File: src/rtl/tpr_pkg.sv
package tpr_pkg;

    localparam int PACKET_BYTES     = 188;
    localparam int PES_HEADER_BYTES = 6;
    localparam int COUNT_BITS       = 24;
    localparam int PID_BITS         = 13;
    localparam int LEN_BITS         = 17;
    localparam int POS_BITS         = 8;
    localparam int HOLD_IDX_BITS    = $clog2(PES_HEADER_BYTES);
    localparam int CMD_DEPTH        = 8;
    localparam int CMD_PTR_BITS     = $clog2(CMD_DEPTH);

    localparam logic [3:0]            CC_MASK   = 4'hF;
    localparam logic [PID_BITS-1:0]   PID_RESET = {PID_BITS{1'b1}};
    localparam logic [COUNT_BITS-1:0] COUNT_MAX = {COUNT_BITS{1'b1}};

    // status codes on the result port
    localparam logic [2:0] ST_OTHER    = 3'd0;
    localparam logic [2:0] ST_LOST     = 3'd1;
    localparam logic [2:0] ST_STARTED  = 3'd2;
    localparam logic [2:0] ST_CONTINUE = 3'd3;
    localparam logic [2:0] ST_FINISHED = 3'd4;

    localparam logic KIND_DATA   = 1'b0;
    localparam logic KIND_STATUS = 1'b1;

    // per-packet verdict
    typedef enum logic [2:0] {
        V_OTHER    = 3'd0,
        V_LOST     = 3'd1,
        V_START    = 3'd2,
        V_CONT     = 3'd3,
        V_FINISHED = 3'd4,
        V_DATA     = 3'd5,
        V_WAIT_AF  = 3'd6
    } verdict_t;

    // how many data results a command carries
    typedef enum logic [1:0] {
        SEL_NONE = 2'd0,
        SEL_ONE  = 2'd1,
        SEL_SIX  = 2'd2
    } data_sel_t;

    typedef struct packed {
        logic [7:0] ts_byte;
        logic       packet_start;
    } in_item_t;

    typedef struct packed {
        logic                  kind;
        logic [7:0]            data_byte;
        logic [2:0]            status;
        logic [COUNT_BITS-1:0] assembled_count;
        logic [LEN_BITS-1:0]   expected_length;
        logic                  last;
    } out_item_t;

    // work handed from the parser to the result generator
    typedef struct packed {
        data_sel_t                              data_sel;
        logic                                   has_status;
        logic [2:0]                             status;
        logic [PES_HEADER_BYTES-1:0][7:0]       bytes;
        logic [COUNT_BITS-1:0]                  count_base;
        logic [LEN_BITS-1:0]                    full_length;
    } cmd_t;

    function automatic logic [COUNT_BITS-1:0] count_sat_add(
        input logic [COUNT_BITS-1:0] base,
        input logic [2:0]            inc
    );
        logic [COUNT_BITS:0] sum;
        sum = {1'b0, base} + {{(COUNT_BITS-2){1'b0}}, inc};
        return sum[COUNT_BITS] ? COUNT_MAX : sum[COUNT_BITS-1:0];
    endfunction

endpackage

File: src/rtl/ts_pes_reassembler.sv
// Transport stream PES reassembler. Takes one transport packet byte per cycle
// while full is low and returns PES payload bytes of the configured PID plus
// one status item on the last byte of every packet. The parser accepts a byte
// each such cycle and writes at most one work entry per byte into an 8-entry
// command queue; the result stage drains it one result item per cycle while
// pop is high, through a registered output. Most bytes cause zero or one item,
// so the sustained rate is one byte per cycle while pop stays high; the byte
// that completes a PES header yields six data items (seven on the last byte of
// a packet), which the queue absorbs while the following header bytes of the
// next packet yield nothing. full rises only when the command queue holds 8
// entries. A byte's first result goes via the queue, then the output register.
// pid is written through cfg_wr_en/cfg_wr_data and must only change while the
// block is idle; it resets to 8191. No sync byte check is made: packet_start
// high restarts framing at byte 0, otherwise a packet is 188 bytes.
module ts_pes_reassembler (
    input  logic                         clk,
    input  logic                         rst_n,
    input  logic                         cfg_wr_en,
    input  logic [tpr_pkg::PID_BITS-1:0] cfg_wr_data,
    input  logic                         push,
    output logic                         full,
    input  tpr_pkg::in_item_t            ts_item,
    output logic                         empty,
    input  logic                         pop,
    output tpr_pkg::out_item_t           result
);

    logic          accept;
    logic          cmd_push;
    tpr_pkg::cmd_t cmd_in;
    tpr_pkg::cmd_t cmd_out;
    logic          cmd_pop;
    logic          cmd_empty;

    // an item enters when the command queue has room
    assign accept = push && !full;

    tpr_front u_front (
        .clk         (clk),
        .rst_n       (rst_n),
        .cfg_wr_en   (cfg_wr_en),
        .cfg_wr_data (cfg_wr_data),
        .accept      (accept),
        .item        (ts_item),
        .cmd_push    (cmd_push),
        .cmd         (cmd_in)
    );

    tpr_cmd_fifo u_cmd_fifo (
        .clk     (clk),
        .rst_n   (rst_n),
        .wr_en   (cmd_push),
        .wr_data (cmd_in),
        .rd_en   (cmd_pop),
        .rd_data (cmd_out),
        .full    (full),
        .empty   (cmd_empty)
    );

    // expands each queued command into data and status items
    tpr_back u_back (
        .clk       (clk),
        .rst_n     (rst_n),
        .cmd_valid (!cmd_empty),
        .cmd       (cmd_out),
        .cmd_pop   (cmd_pop),
        .pop       (pop),
        .empty     (empty),
        .result    (result)
    );

endmodule

File: src/rtl/tpr_front.sv
module tpr_front (
    input  logic                           clk,
    input  logic                           rst_n,
    input  logic                           cfg_wr_en,
    input  logic [tpr_pkg::PID_BITS-1:0]   cfg_wr_data,
    input  logic                           accept,
    input  tpr_pkg::in_item_t              item,
    output logic                           cmd_push,
    output tpr_pkg::cmd_t                  cmd
);

    localparam logic [tpr_pkg::POS_BITS-1:0] LAST_POS =
        tpr_pkg::POS_BITS'(tpr_pkg::PACKET_BYTES - 1);
    localparam logic [tpr_pkg::POS_BITS-1:0] OFF_LIMIT =
        tpr_pkg::POS_BITS'(tpr_pkg::PACKET_BYTES - tpr_pkg::PES_HEADER_BYTES);
    localparam logic [tpr_pkg::POS_BITS-1:0] HDR_OFF = tpr_pkg::POS_BITS'(4);
    localparam logic [tpr_pkg::POS_BITS-1:0] HOLD_N =
        tpr_pkg::POS_BITS'(tpr_pkg::PES_HEADER_BYTES);
    localparam logic [tpr_pkg::POS_BITS-1:0] HOLD_LAST =
        tpr_pkg::POS_BITS'(tpr_pkg::PES_HEADER_BYTES - 1);

    logic [tpr_pkg::PID_BITS-1:0]   pid_reg;
    logic [tpr_pkg::POS_BITS-1:0]   pos_reg, pos_next;
    logic [23:0]                    hdr_reg, hdr_next;
    logic [tpr_pkg::POS_BITS-1:0]   off_reg, off_next;
    tpr_pkg::verdict_t              verdict_reg, verdict_next;
    logic [3:0]                     prev_cc_reg, prev_cc_next;
    logic                           prev_ok_reg, prev_ok_next;
    logic                           asm_reg, asm_next;
    logic [tpr_pkg::LEN_BITS-1:0]   flen_reg, flen_next;
    logic [tpr_pkg::COUNT_BITS-1:0] cnt_reg, cnt_next;
    logic [7:0]                     hold_reg [tpr_pkg::PES_HEADER_BYTES];

    logic [tpr_pkg::POS_BITS-1:0]   pos_v;
    logic [tpr_pkg::POS_BITS-1:0]   idx;
    logic [8:0]                     af_off;
    logic [tpr_pkg::PID_BITS-1:0]   hdr_pid;
    logic [3:0]                     cc;
    logic [15:0]                    pes_len;
    logic                           do_open;
    logic                           fin;
    logic                           hold_we;
    logic [7:0]                     b;

    assign b = item.ts_byte;

    always_comb
    begin
        pos_v        = item.packet_start ? '0 : pos_reg;
        hdr_next     = hdr_reg;
        off_next     = off_reg;
        verdict_next = verdict_reg;
        prev_cc_next = prev_cc_reg;
        prev_ok_next = prev_ok_reg;
        asm_next     = asm_reg;
        flen_next    = flen_reg;
        cnt_next     = cnt_reg;
        do_open      = 1'b0;
        hold_we      = 1'b0;
        fin          = 1'b0;
        idx          = pos_v - off_reg;
        af_off       = 9'd5 + {1'b0, b};
        hdr_pid      = '0;
        cc           = '0;
        pes_len      = {hold_reg[4], b};
        cmd          = '0;
        cmd.data_sel = tpr_pkg::SEL_NONE;

        if (pos_v == '0)
        begin
            verdict_next = tpr_pkg::V_OTHER;
            off_next     = HDR_OFF;
            hdr_next     = '0;
        end
        else if (pos_v <= tpr_pkg::POS_BITS'(3))
        begin
            case (pos_v[1:0])
                2'd1:    hdr_next[23:16] = b;
                2'd2:    hdr_next[15:8]  = b;
                default: hdr_next[7:0]   = b;
            endcase
            if (pos_v[1:0] == 2'd3)
            begin
                hdr_pid = {hdr_next[20:16], hdr_next[15:8]};
                cc      = hdr_next[3:0] & tpr_pkg::CC_MASK;
                if (hdr_pid != pid_reg)
                    verdict_next = tpr_pkg::V_OTHER;
                else if (!hdr_next[4])
                    verdict_next = tpr_pkg::V_CONT;
                else if (prev_ok_reg && cc == prev_cc_reg)
                    verdict_next = tpr_pkg::V_CONT;
                else if (prev_ok_reg && cc != ((prev_cc_reg + 4'd1) & tpr_pkg::CC_MASK))
                begin
                    asm_next     = 1'b0;
                    cnt_next     = '0;
                    flen_next    = '0;
                    prev_cc_next = cc;
                    verdict_next = tpr_pkg::V_LOST;
                end
                else
                begin
                    prev_cc_next = cc;
                    prev_ok_next = 1'b1;
                    if (hdr_next[5])
                        verdict_next = tpr_pkg::V_WAIT_AF;
                    else
                    begin
                        off_next = HDR_OFF;
                        do_open  = 1'b1;
                    end
                end
            end
        end
        else if (pos_v == HDR_OFF && verdict_reg == tpr_pkg::V_WAIT_AF)
        begin
            if (af_off >= 9'(tpr_pkg::PACKET_BYTES))
                verdict_next = tpr_pkg::V_LOST;
            else
            begin
                off_next = af_off[tpr_pkg::POS_BITS-1:0];
                do_open  = 1'b1;
            end
        end
        else if (pos_v >= off_reg &&
                 (verdict_reg == tpr_pkg::V_START || verdict_reg == tpr_pkg::V_DATA))
        begin
            if (verdict_reg == tpr_pkg::V_START && idx < HOLD_N)
            begin
                hold_we = 1'b1;
                if (idx == HOLD_LAST)
                begin
                    if (hold_reg[0] != 8'h00 || hold_reg[1] != 8'h00 || hold_reg[2] != 8'h01)
                    begin
                        asm_next     = 1'b0;
                        verdict_next = tpr_pkg::V_LOST;
                    end
                    else
                    begin
                        flen_next = (pes_len == '0) ? '0 :
                            {1'b0, pes_len} + tpr_pkg::LEN_BITS'(tpr_pkg::PES_HEADER_BYTES);
                        cmd.data_sel   = tpr_pkg::SEL_SIX;
                        cmd.bytes[0]   = hold_reg[0];
                        cmd.bytes[1]   = hold_reg[1];
                        cmd.bytes[2]   = hold_reg[2];
                        cmd.bytes[3]   = hold_reg[3];
                        cmd.bytes[4]   = hold_reg[4];
                        cmd.bytes[5]   = b;
                        cmd.count_base = cnt_reg;
                        cnt_next = tpr_pkg::count_sat_add(cnt_reg,
                            3'(tpr_pkg::PES_HEADER_BYTES));
                    end
                end
            end
            else if (flen_reg == '0 ||
                     cnt_reg < {{(tpr_pkg::COUNT_BITS-tpr_pkg::LEN_BITS){1'b0}}, flen_reg})
            begin
                cmd.data_sel   = tpr_pkg::SEL_ONE;
                cmd.bytes[0]   = b;
                cmd.count_base = cnt_reg;
                cnt_next       = tpr_pkg::count_sat_add(cnt_reg, 3'd1);
            end
        end

        // payload opening: a start packet resets assembly
        if (do_open)
        begin
            if (hdr_next[22])
            begin
                cnt_next  = '0;
                flen_next = '0;
                if (off_next > OFF_LIMIT)
                begin
                    asm_next     = 1'b0;
                    verdict_next = tpr_pkg::V_LOST;
                end
                else
                begin
                    asm_next     = 1'b1;
                    verdict_next = tpr_pkg::V_START;
                end
            end
            else if (!asm_reg)
                verdict_next = tpr_pkg::V_LOST;
            else if (flen_reg != '0 &&
                     cnt_reg >= {{(tpr_pkg::COUNT_BITS-tpr_pkg::LEN_BITS){1'b0}}, flen_reg})
            begin
                asm_next     = 1'b0;
                verdict_next = tpr_pkg::V_FINISHED;
            end
            else
                verdict_next = tpr_pkg::V_DATA;
        end

        // end of packet status
        if (pos_v == LAST_POS)
        begin
            fin = flen_next != '0 &&
                  cnt_next >= {{(tpr_pkg::COUNT_BITS-tpr_pkg::LEN_BITS){1'b0}}, flen_next};
            cmd.has_status = 1'b1;
            if (cmd.data_sel == tpr_pkg::SEL_NONE)
                cmd.count_base = cnt_next;
            unique case (verdict_next) inside
                tpr_pkg::V_OTHER:    cmd.status = tpr_pkg::ST_OTHER;
                tpr_pkg::V_FINISHED: cmd.status = tpr_pkg::ST_FINISHED;
                tpr_pkg::V_CONT:     cmd.status = tpr_pkg::ST_CONTINUE;
                tpr_pkg::V_START:
                begin
                    cmd.status = fin ? tpr_pkg::ST_FINISHED : tpr_pkg::ST_STARTED;
                    if (fin)
                        asm_next = 1'b0;
                end
                tpr_pkg::V_DATA:
                begin
                    cmd.status = fin ? tpr_pkg::ST_FINISHED : tpr_pkg::ST_CONTINUE;
                    if (fin)
                        asm_next = 1'b0;
                end
                tpr_pkg::V_LOST, tpr_pkg::V_WAIT_AF: cmd.status = tpr_pkg::ST_LOST;
                default:             cmd.status = tpr_pkg::ST_LOST;
            endcase
        end

        cmd.full_length = flen_next;
        pos_next        = (pos_v == LAST_POS) ? '0 : pos_v + 1'b1;
        cmd_push        = accept && (cmd.has_status || cmd.data_sel != tpr_pkg::SEL_NONE);
    end

    always_ff @(posedge clk or negedge rst_n)
    begin
        if (!rst_n)
        begin
            pid_reg     <= tpr_pkg::PID_RESET;
            pos_reg     <= '0;
            hdr_reg     <= '0;
            off_reg     <= HDR_OFF;
            verdict_reg <= tpr_pkg::V_OTHER;
            prev_cc_reg <= '0;
            prev_ok_reg <= 1'b0;
            asm_reg     <= 1'b0;
            flen_reg    <= '0;
            cnt_reg     <= '0;
        end
        else
        begin
            if (cfg_wr_en)
                pid_reg <= cfg_wr_data;
            if (accept)
            begin
                pos_reg     <= pos_next;
                hdr_reg     <= hdr_next;
                off_reg     <= off_next;
                verdict_reg <= verdict_next;
                prev_cc_reg <= prev_cc_next;
                prev_ok_reg <= prev_ok_next;
                asm_reg     <= asm_next;
                flen_reg    <= flen_next;
                cnt_reg     <= cnt_next;
            end
        end
    end

    // PES header bytes, written before read within one packet
    always_ff @(posedge clk)
    begin
        if (accept && hold_we)
            hold_reg[idx[tpr_pkg::HOLD_IDX_BITS-1:0]] <= b;
    end

endmodule

File: src/rtl/tpr_cmd_fifo.sv
module tpr_cmd_fifo (
    input  logic          clk,
    input  logic          rst_n,
    input  logic          wr_en,
    input  tpr_pkg::cmd_t wr_data,
    input  logic          rd_en,
    output tpr_pkg::cmd_t rd_data,
    output logic          full,
    output logic          empty
);

    tpr_pkg::cmd_t                    mem_reg [tpr_pkg::CMD_DEPTH];
    logic [tpr_pkg::CMD_PTR_BITS-1:0] wr_ptr_reg, rd_ptr_reg;
    logic [tpr_pkg::CMD_PTR_BITS:0]   cnt_reg, cnt_next;

    assign full    = cnt_reg == (tpr_pkg::CMD_PTR_BITS+1)'(tpr_pkg::CMD_DEPTH);
    assign empty   = cnt_reg == '0;
    assign rd_data = mem_reg[rd_ptr_reg];

    always_comb
    begin
        cnt_next = cnt_reg;
        if (wr_en && !(rd_en && !empty))
            cnt_next = cnt_reg + 1'b1;
        else if (!wr_en && rd_en && !empty)
            cnt_next = cnt_reg - 1'b1;
    end

    always_ff @(posedge clk or negedge rst_n)
    begin
        if (!rst_n)
        begin
            wr_ptr_reg <= '0;
            rd_ptr_reg <= '0;
            cnt_reg    <= '0;
        end
        else
        begin
            cnt_reg <= cnt_next;
            if (wr_en)
                wr_ptr_reg <= wr_ptr_reg + 1'b1;
            if (rd_en && !empty)
                rd_ptr_reg <= rd_ptr_reg + 1'b1;
        end
    end

    always_ff @(posedge clk)
    begin
        if (wr_en)
            mem_reg[wr_ptr_reg] <= wr_data;
    end

endmodule

File: src/rtl/tpr_back.sv
module tpr_back (
    input  logic               clk,
    input  logic               rst_n,
    input  logic               cmd_valid,
    input  tpr_pkg::cmd_t      cmd,
    output logic               cmd_pop,
    input  logic               pop,
    output logic               empty,
    output tpr_pkg::out_item_t result
);

    logic [2:0]         step_reg, step_next;
    logic               out_valid_reg, out_valid_next;
    tpr_pkg::out_item_t out_reg, out_next;
    logic [2:0]         n_data;
    logic               at_end;
    logic               load;

    assign empty  = !out_valid_reg;
    assign result = out_reg;

    always_comb
    begin
        case (cmd.data_sel)
            tpr_pkg::SEL_ONE: n_data = 3'd1;
            tpr_pkg::SEL_SIX: n_data = 3'(tpr_pkg::PES_HEADER_BYTES);
            default:          n_data = 3'd0;
        endcase
        at_end = cmd.has_status ? (step_reg == n_data) : (step_reg == n_data - 3'd1);
        load   = !out_valid_reg || pop;

        out_valid_next = out_valid_reg;
        out_next       = out_reg;
        step_next      = step_reg;
        cmd_pop        = 1'b0;

        if (load)
        begin
            out_valid_next = cmd_valid;
            if (cmd_valid)
            begin
                out_next.expected_length = cmd.full_length;
                if (step_reg < n_data)
                begin
                    out_next.kind            = tpr_pkg::KIND_DATA;
                    out_next.data_byte       = cmd.bytes[step_reg];
                    out_next.status          = tpr_pkg::ST_OTHER;
                    out_next.assembled_count =
                        tpr_pkg::count_sat_add(cmd.count_base, step_reg + 3'd1);
                    out_next.last            = at_end;
                end
                else
                begin
                    out_next.kind            = tpr_pkg::KIND_STATUS;
                    out_next.data_byte       = '0;
                    out_next.status          = cmd.status;
                    out_next.assembled_count =
                        tpr_pkg::count_sat_add(cmd.count_base, n_data);
                    out_next.last            = 1'b1;
                end
                cmd_pop   = at_end;
                step_next = at_end ? '0 : step_reg + 3'd1;
            end
        end
    end

    always_ff @(posedge clk or negedge rst_n)
    begin
        if (!rst_n)
        begin
            step_reg      <= '0;
            out_valid_reg <= 1'b0;
        end
        else
        begin
            step_reg      <= step_next;
            out_valid_reg <= out_valid_next;
        end
    end

    always_ff @(posedge clk)
    begin
        out_reg <= out_next;
    end

endmodule

File: config.mk
export PLATFORM = sky130hd
export DESIGN_NAME = ts_pes_reassembler
export DESIGN_NICKNAME = d
export VERILOG_FILES = /design/src/rtl/tpr_pkg.sv /design/src/rtl/ts_pes_reassembler.sv /design/src/rtl/tpr_front.sv /design/src/rtl/tpr_cmd_fifo.sv /design/src/rtl/tpr_back.sv
export SDC_FILE = /design/constraint.sdc
export NUM_CORES = 1
export LEC_CHECK = 0
export BUFFER_PORTS_ARGS = -buffer_cell sky130_fd_sc_hd__buf_2
export CAP_MARGIN = 15
export CORE_ASPECT_RATIO = 0.7
export CORE_MARGIN = 2
export CORE_UTILIZATION = 38
export CTS_CLUSTER_SIZE = 30
export DETAILED_ROUTE_END_ITERATION = 8
export PLACE_DENSITY = 0.53
export SYNTH_ARGS = -nofsm -noshare
export SYNTH_HDL_FRONTEND = slang
export SYNTH_HIERARCHICAL = 1
export SYNTH_SLANG_ARGS = --single-unit
File: constraint.sdc
create_clock -name clk -period 19.23 [get_ports clk]
set_input_delay 2.8845 -clock clk [delete_from_list [all_inputs] [get_ports clk]]
set_output_delay 2.8845 -clock clk [all_outputs]
set_load 0.01 [all_outputs]
Word level (Yosys, flattened, before mapping)
Memories as Yosys holds them, arrays and structs flattened.
Index checks and enable logic that the tools add are counted.

word-level totals
  flip-flop bits (word level) = 167
  RAM bits = 808
  bits of input ports = 27
  output and inout bits = 56
  logic and storage cells = 268
  memories kept = 2

memories
  name                words  width  rd ports  clocked after Yosys merged registers in  write ports  RTL line            text
  u_cmd_fifo.mem_reg  8      95     1         0                                        1            tpr_cmd_fifo.sv:12  tpr_pkg::cmd_t mem_reg [tpr_pkg::CMD_DEPTH];
  u_front.hold_reg    6      8      5         0                                        1            tpr_front.sv:32     logic [7:0] hold_reg [tpr_pkg::PES_HEADER_BYTES];

operators by class
  add/subtract/negate cells = 15
  magnitude comparators = 10
  equality and inequality tests = 22
  mux-type cells = 148
  bitwise operators = 5
  reduce and logical (&&, ||, !) cells = 44

operator list
  operator                 count
  $mux W24                 21
  $mux W72                 6
  $mux W17                 15
  $mux W8                  19
  $mux W32                 2
  $mux W3                  20
  $add A24 B3 Y25          2
  $ge A24 B17 Y1           2
  $mux W23                 2
  $mux W1                  44
  $mux W40                 1
  $mux W36                 1
  $reduce_bool A17 Y1      2
  $add A24 B1 Y25 const B  1
  $add A24 B3 Y25 const B  1
  $bmux W8 S3              1
  $lt A24 B17 Y1           1
  $mux W7                  3
  $add A16 B3 Y17 const B  1
  $logic_not A17 Y1        1
  $eq A8 B3 Y1 const B     2
  $logic_not A16 Y1        1
  $mux W2                  8
  $reduce_bool A8 Y1       2
  41 further kinds         85

Logic depth before layout (Yosys ltp)
  depth after elaboration = 29
  gate-level depth with buffers = 32
  mapped depth without buffers = 28

Modules after synthesis
Netlist, hierarchy kept.

modules (own cells, without submodules)
  module              instances  cells each  area each (um^2)  seq. area each (um^2)
  tpr_cmd_fifo        1          1150        29306.9           23072.1
  tpr_front           1          1355        11489.8           3696.0
  tpr_back            1          312         3543.4            1721.7
  ts_pes_reassembler  1          2           17.5              0.0

Least setup slack after synthesis
OpenSTA, ideal clock, no wires.

  path type = in2reg
  start point = in ts_item[0] (netlist bit)
  end point = mem u_cmd_fifo/mem_reg[2][0] (netlist bit) (enable)
  library setup time = 665 ps
  arrival time = 13062 ps
  data required time = 18565 ps
  setup slack = 5503 ps
  cell stages on the path = 18
  path buffers = 3
  path through = buf_2 > clkbuf_1 > nand2b_1 > ha_1 > inv_1 > ha_1 > or4_1 > a21oi_1 > o22a_2 > xor2_2 > nand4bb_4 > nor2_2 > nor3_1 > nor2_1 > clkbuf_1 > a21oi_1 > nand2_1 > nor3_1

RTL lines
  item         RTL line                  text
  from (decl)  ts_pes_reassembler.sv:22  input tpr_pkg::in_item_t ts_item,
  to (decl)    tpr_cmd_fifo.sv:12

==> flow_summary.toml <==
[worst_setup_path]
critical_path_required_ns = 19.58
reg2reg_to = "u_cmd_fifo/mem_reg[4][90]"
worstReg2RegStart = "u_front/pos_reg[1]"
cpMostUsedCell = "a21oi_1"
path_cells = "buf_2 > nor2b_1 > ha_1 > mux2i_1 > xnor2_1 > nor4_1 > nand4_1 > o31ai_4 > and2_1 > a21oi_1 > inv_1 > ha_1 > a21oi_1 > nor2b_1 > o21ai_0 > nand2b_1 > a21oi_1 > nor2b_1 > o21ai_0 > a21oi_1 > nor4_1 > and4b_1 > a21oi_1 > a211oi_1"
critPathCaptureType = "register"
start_kind = "input port"
path_class = "input port to register"
rrSetupSlack_ns = 11.29
critPathLaunch = "ts_item[0]"
critPathMaxStageDelay_ns = 0.85
cp_max_fo = 24
crit_arrival_ns = 10.28
slowest_stage = "ha_1"
r2r_cells = 23

[floorplanning]
fp.dieH_um = 289.9
die_area_sq_um = 119500
rows = 104
core_area_sq_um = 115400
die_w_um = 412.4
initial_core_util_pct = 38.43
ios = 83

[logic_synthesis]
synth.most_common_cell = "edfxtp_1"
synth_common_cells = "854 x edfxtp_1, 155 x nand2_1, 151 x mux4_2"
synth_top_family_by_area = "multiplexers"
ys_async_sr_fraction_pct = 11.69
synthTopCellsByArea = "edfxtp_1 58%, mux4_2 7.7%, dfrtp_1 5.6%"
syn-cell-area_sq_um = 44360
synth_xor_xnor_area_share_pct = 1.481
yosys_warnings = 6
avgSynthCellArea_sq_um = 15.74
synth_seq_cells = 967
synth_fa_ha_area_share_pct = 2.059
synth-simple-area-share_pct = 7.850
synth_cells = 2819
seq_area_frac_synth_pct = 64.23
synth_cell_types = 128
muxShareOfSynthArea_pct = 14.63
synth_compound_area_share_pct = 6.973
synth_top_area_cell = "edfxtp_1"
synth_edf_count = 854
yosysTopAreaCellShare_pct = 57.81
ys.flop_type = "edfxtp_1"

[power]
p_leak_uw = 0.01659
p_per_area_nw_per_um2 = 91.64
peakVddDrop_mv = 0.06917

[timing]
slew_violations = 0
fin_crit_ns = 9.927
worst_pin_slew_ns = 1.216
max_freq_mhz = 100.7
setup_viol = 0
finalWorstSetupSlack_ns = 9.303
rsz0062_at_grt = "no"
final.setup.tns_ns = 0
fin_crit_sh_pct = 51.62
slew-limit-headroom_pct = 18.25
hold_ws_ns = 0.4859
skew_ns = 0.06854
hold_viol_final = 0

[layout]
final_nets = 3002
syn_to_final_growth_pct = 11.78
fill_cells = 10170
largest_reg_flops = 760
postLayoutCoreUtil_pct = 42.96
final_cells = 4522
drive_above_1_share_pct = 22.74

[detailed_routing]
drc = 0
avgRoutedWirePerCell_um = 27.42
vias_per_cell = 5.799
ant_nets = 0
dr.first_iter.drc_count = 2477
routed_wl_mm = 124.0
num_vias = 26230
drt_pre_antenna_iters = 6

[global_routing]
grt_max_degree = 114
grt_first_pass_wirelength_mm = 181.1
track_usage_pct = 20.65
antenna_found_initial = 5
grt_pass1_vias = 26120
grt-ovfl-total = 0

[clocking]
clkLatencyLatePin_ns = 0.71
cts_buffers = 94
post_cts_buffers = 0
clock-root-buffer = "clkbuf_16"
cts_tree = "yes"
clock-sinks = 967
path_clk_slew_ns = 0.07
cts_resized = 0
holdBufCountCts = 0
clockBufferDepth = 3
htree_levels = 3

[place]
port_buffers = 82
post-dp-hpwl_mm = 78.40
routabilityCongestion = 0.9250
post-place-ws_ns = 8.885
dp_cells = 4341

[hold_path]
hold_depth = 2
hold_class = "register to register"
worst_hold_path.endpoint = "u_front/hdr_reg[5]"
min_from = "u_front/hdr_reg[5]"

[status]
outcome = "complete, no violations"

[run]
maxCapViolCount = 0
report_power, final:
group,internal (uW),leakage [uW],switching [uW]
Sequential,2310,0.00965,50.0
Combinational,104,0.00541,193
Clock,1070,0.00153,823
cell type report:
class                           count  area (sq um)  share of cell area (%)
Tap cell                         1537          1923                   3.879
Clock buffer                      119          2539                   5.120
Clock inverter                     55         624.3                   1.259
Antenna cell                        3         7.507                 0.01514
Inverter                           82         311.5                  0.6283
Sequential cell                   967         28500                   57.48
Multi-Input combinational cell   1618         14810                   29.87
Timing Repair Buffer              141         865.8                   1.746
worst max-delay path by stage:
stage,slack (ns),end,depth (start not counted)
6_report,9.30,u_cmd_fifo/mem_reg[4][90],24
3_5_place_dp,8.89,u_cmd_fifo/mem_reg[0][90],23
5_1_grt,8.84,u_cmd_fifo/mem_reg[2][90],24
3_3_place_gp,9.16,u_cmd_fifo/mem_reg[0][90],23
2_1_floorplan,5.50,u_cmd_fifo/mem_reg[2][0],18
4_1_cts,9.56,u_cmd_fifo/mem_reg[4][90],23
cell usage in the layout, fill, tap and decap left out, types with 9 or more instances in the layout:
cell type	n
nand2_1	155
buf_2	82
edfxtp_1	854
mux4_1	47
nor2b_1	31
bufinv_16	9
nand3_1	62
ha_1	69
clkbuf_16	96
dfrtp_1	95
nand4_1	33
and3_1	20
xor2_1	30
nor3_1	47
o21ai_0	112
clkbuf_1	18
mux2i_1	24
inv_1	77
buf_4	54
mux2_2	136
a21o_1	11
a211oi_1	14
o21a_1	12
o31ai_1	23
clkinv_1	17
a21oi_1	98
clkinv_2	13
nand2b_1	14
o211ai_1	12
conb_1	15
o22ai_1	10
a32o_1	9
nor2_1	116
mux4_2	151
a31oi_1	29
a22oi_1	10
xnor2_1	36
dfstp_2	14
and2_1	38
nor4_1	24
per-stage QoR:
stage	total power [uW]	area [sq um]
after floorplan	2573	44410
after global placement	2685	46380
after detailed placement	2687	46380
after CTS	4582	49550
after global routing	4698	49580
final	4544	49580
worst max-delay path: cells and delay by family:
family	cells	cell delay, ns
buffers and inverters	2	0.36
muxes	1	0.30
AOI/OAI and AO/OA	9	2.42
adders and majority gates	2	1.12
xor gates and xnor gates	1	0.08
and+or+nand+nor	9	3.09
kinds of logic (layout without fill, tap and decap cells):
group	after synthesis	after routing
other cells	1	18
compound gates	451	451
fa+ha+maj	72	72
flops	967	967
xor+xnor	70	70
simple gates	647	647
buf+inv	248	397
mux	363	363
per-layer routing:
metal / wire (um) / GRT usage, %
met1: 59650 / 32.42
met2: 52590 / 29.12
met3: 9243 / 4.278
met4: 2497 / 4.860
met5: 0 / 0
(Power assumes the default switching activity.)
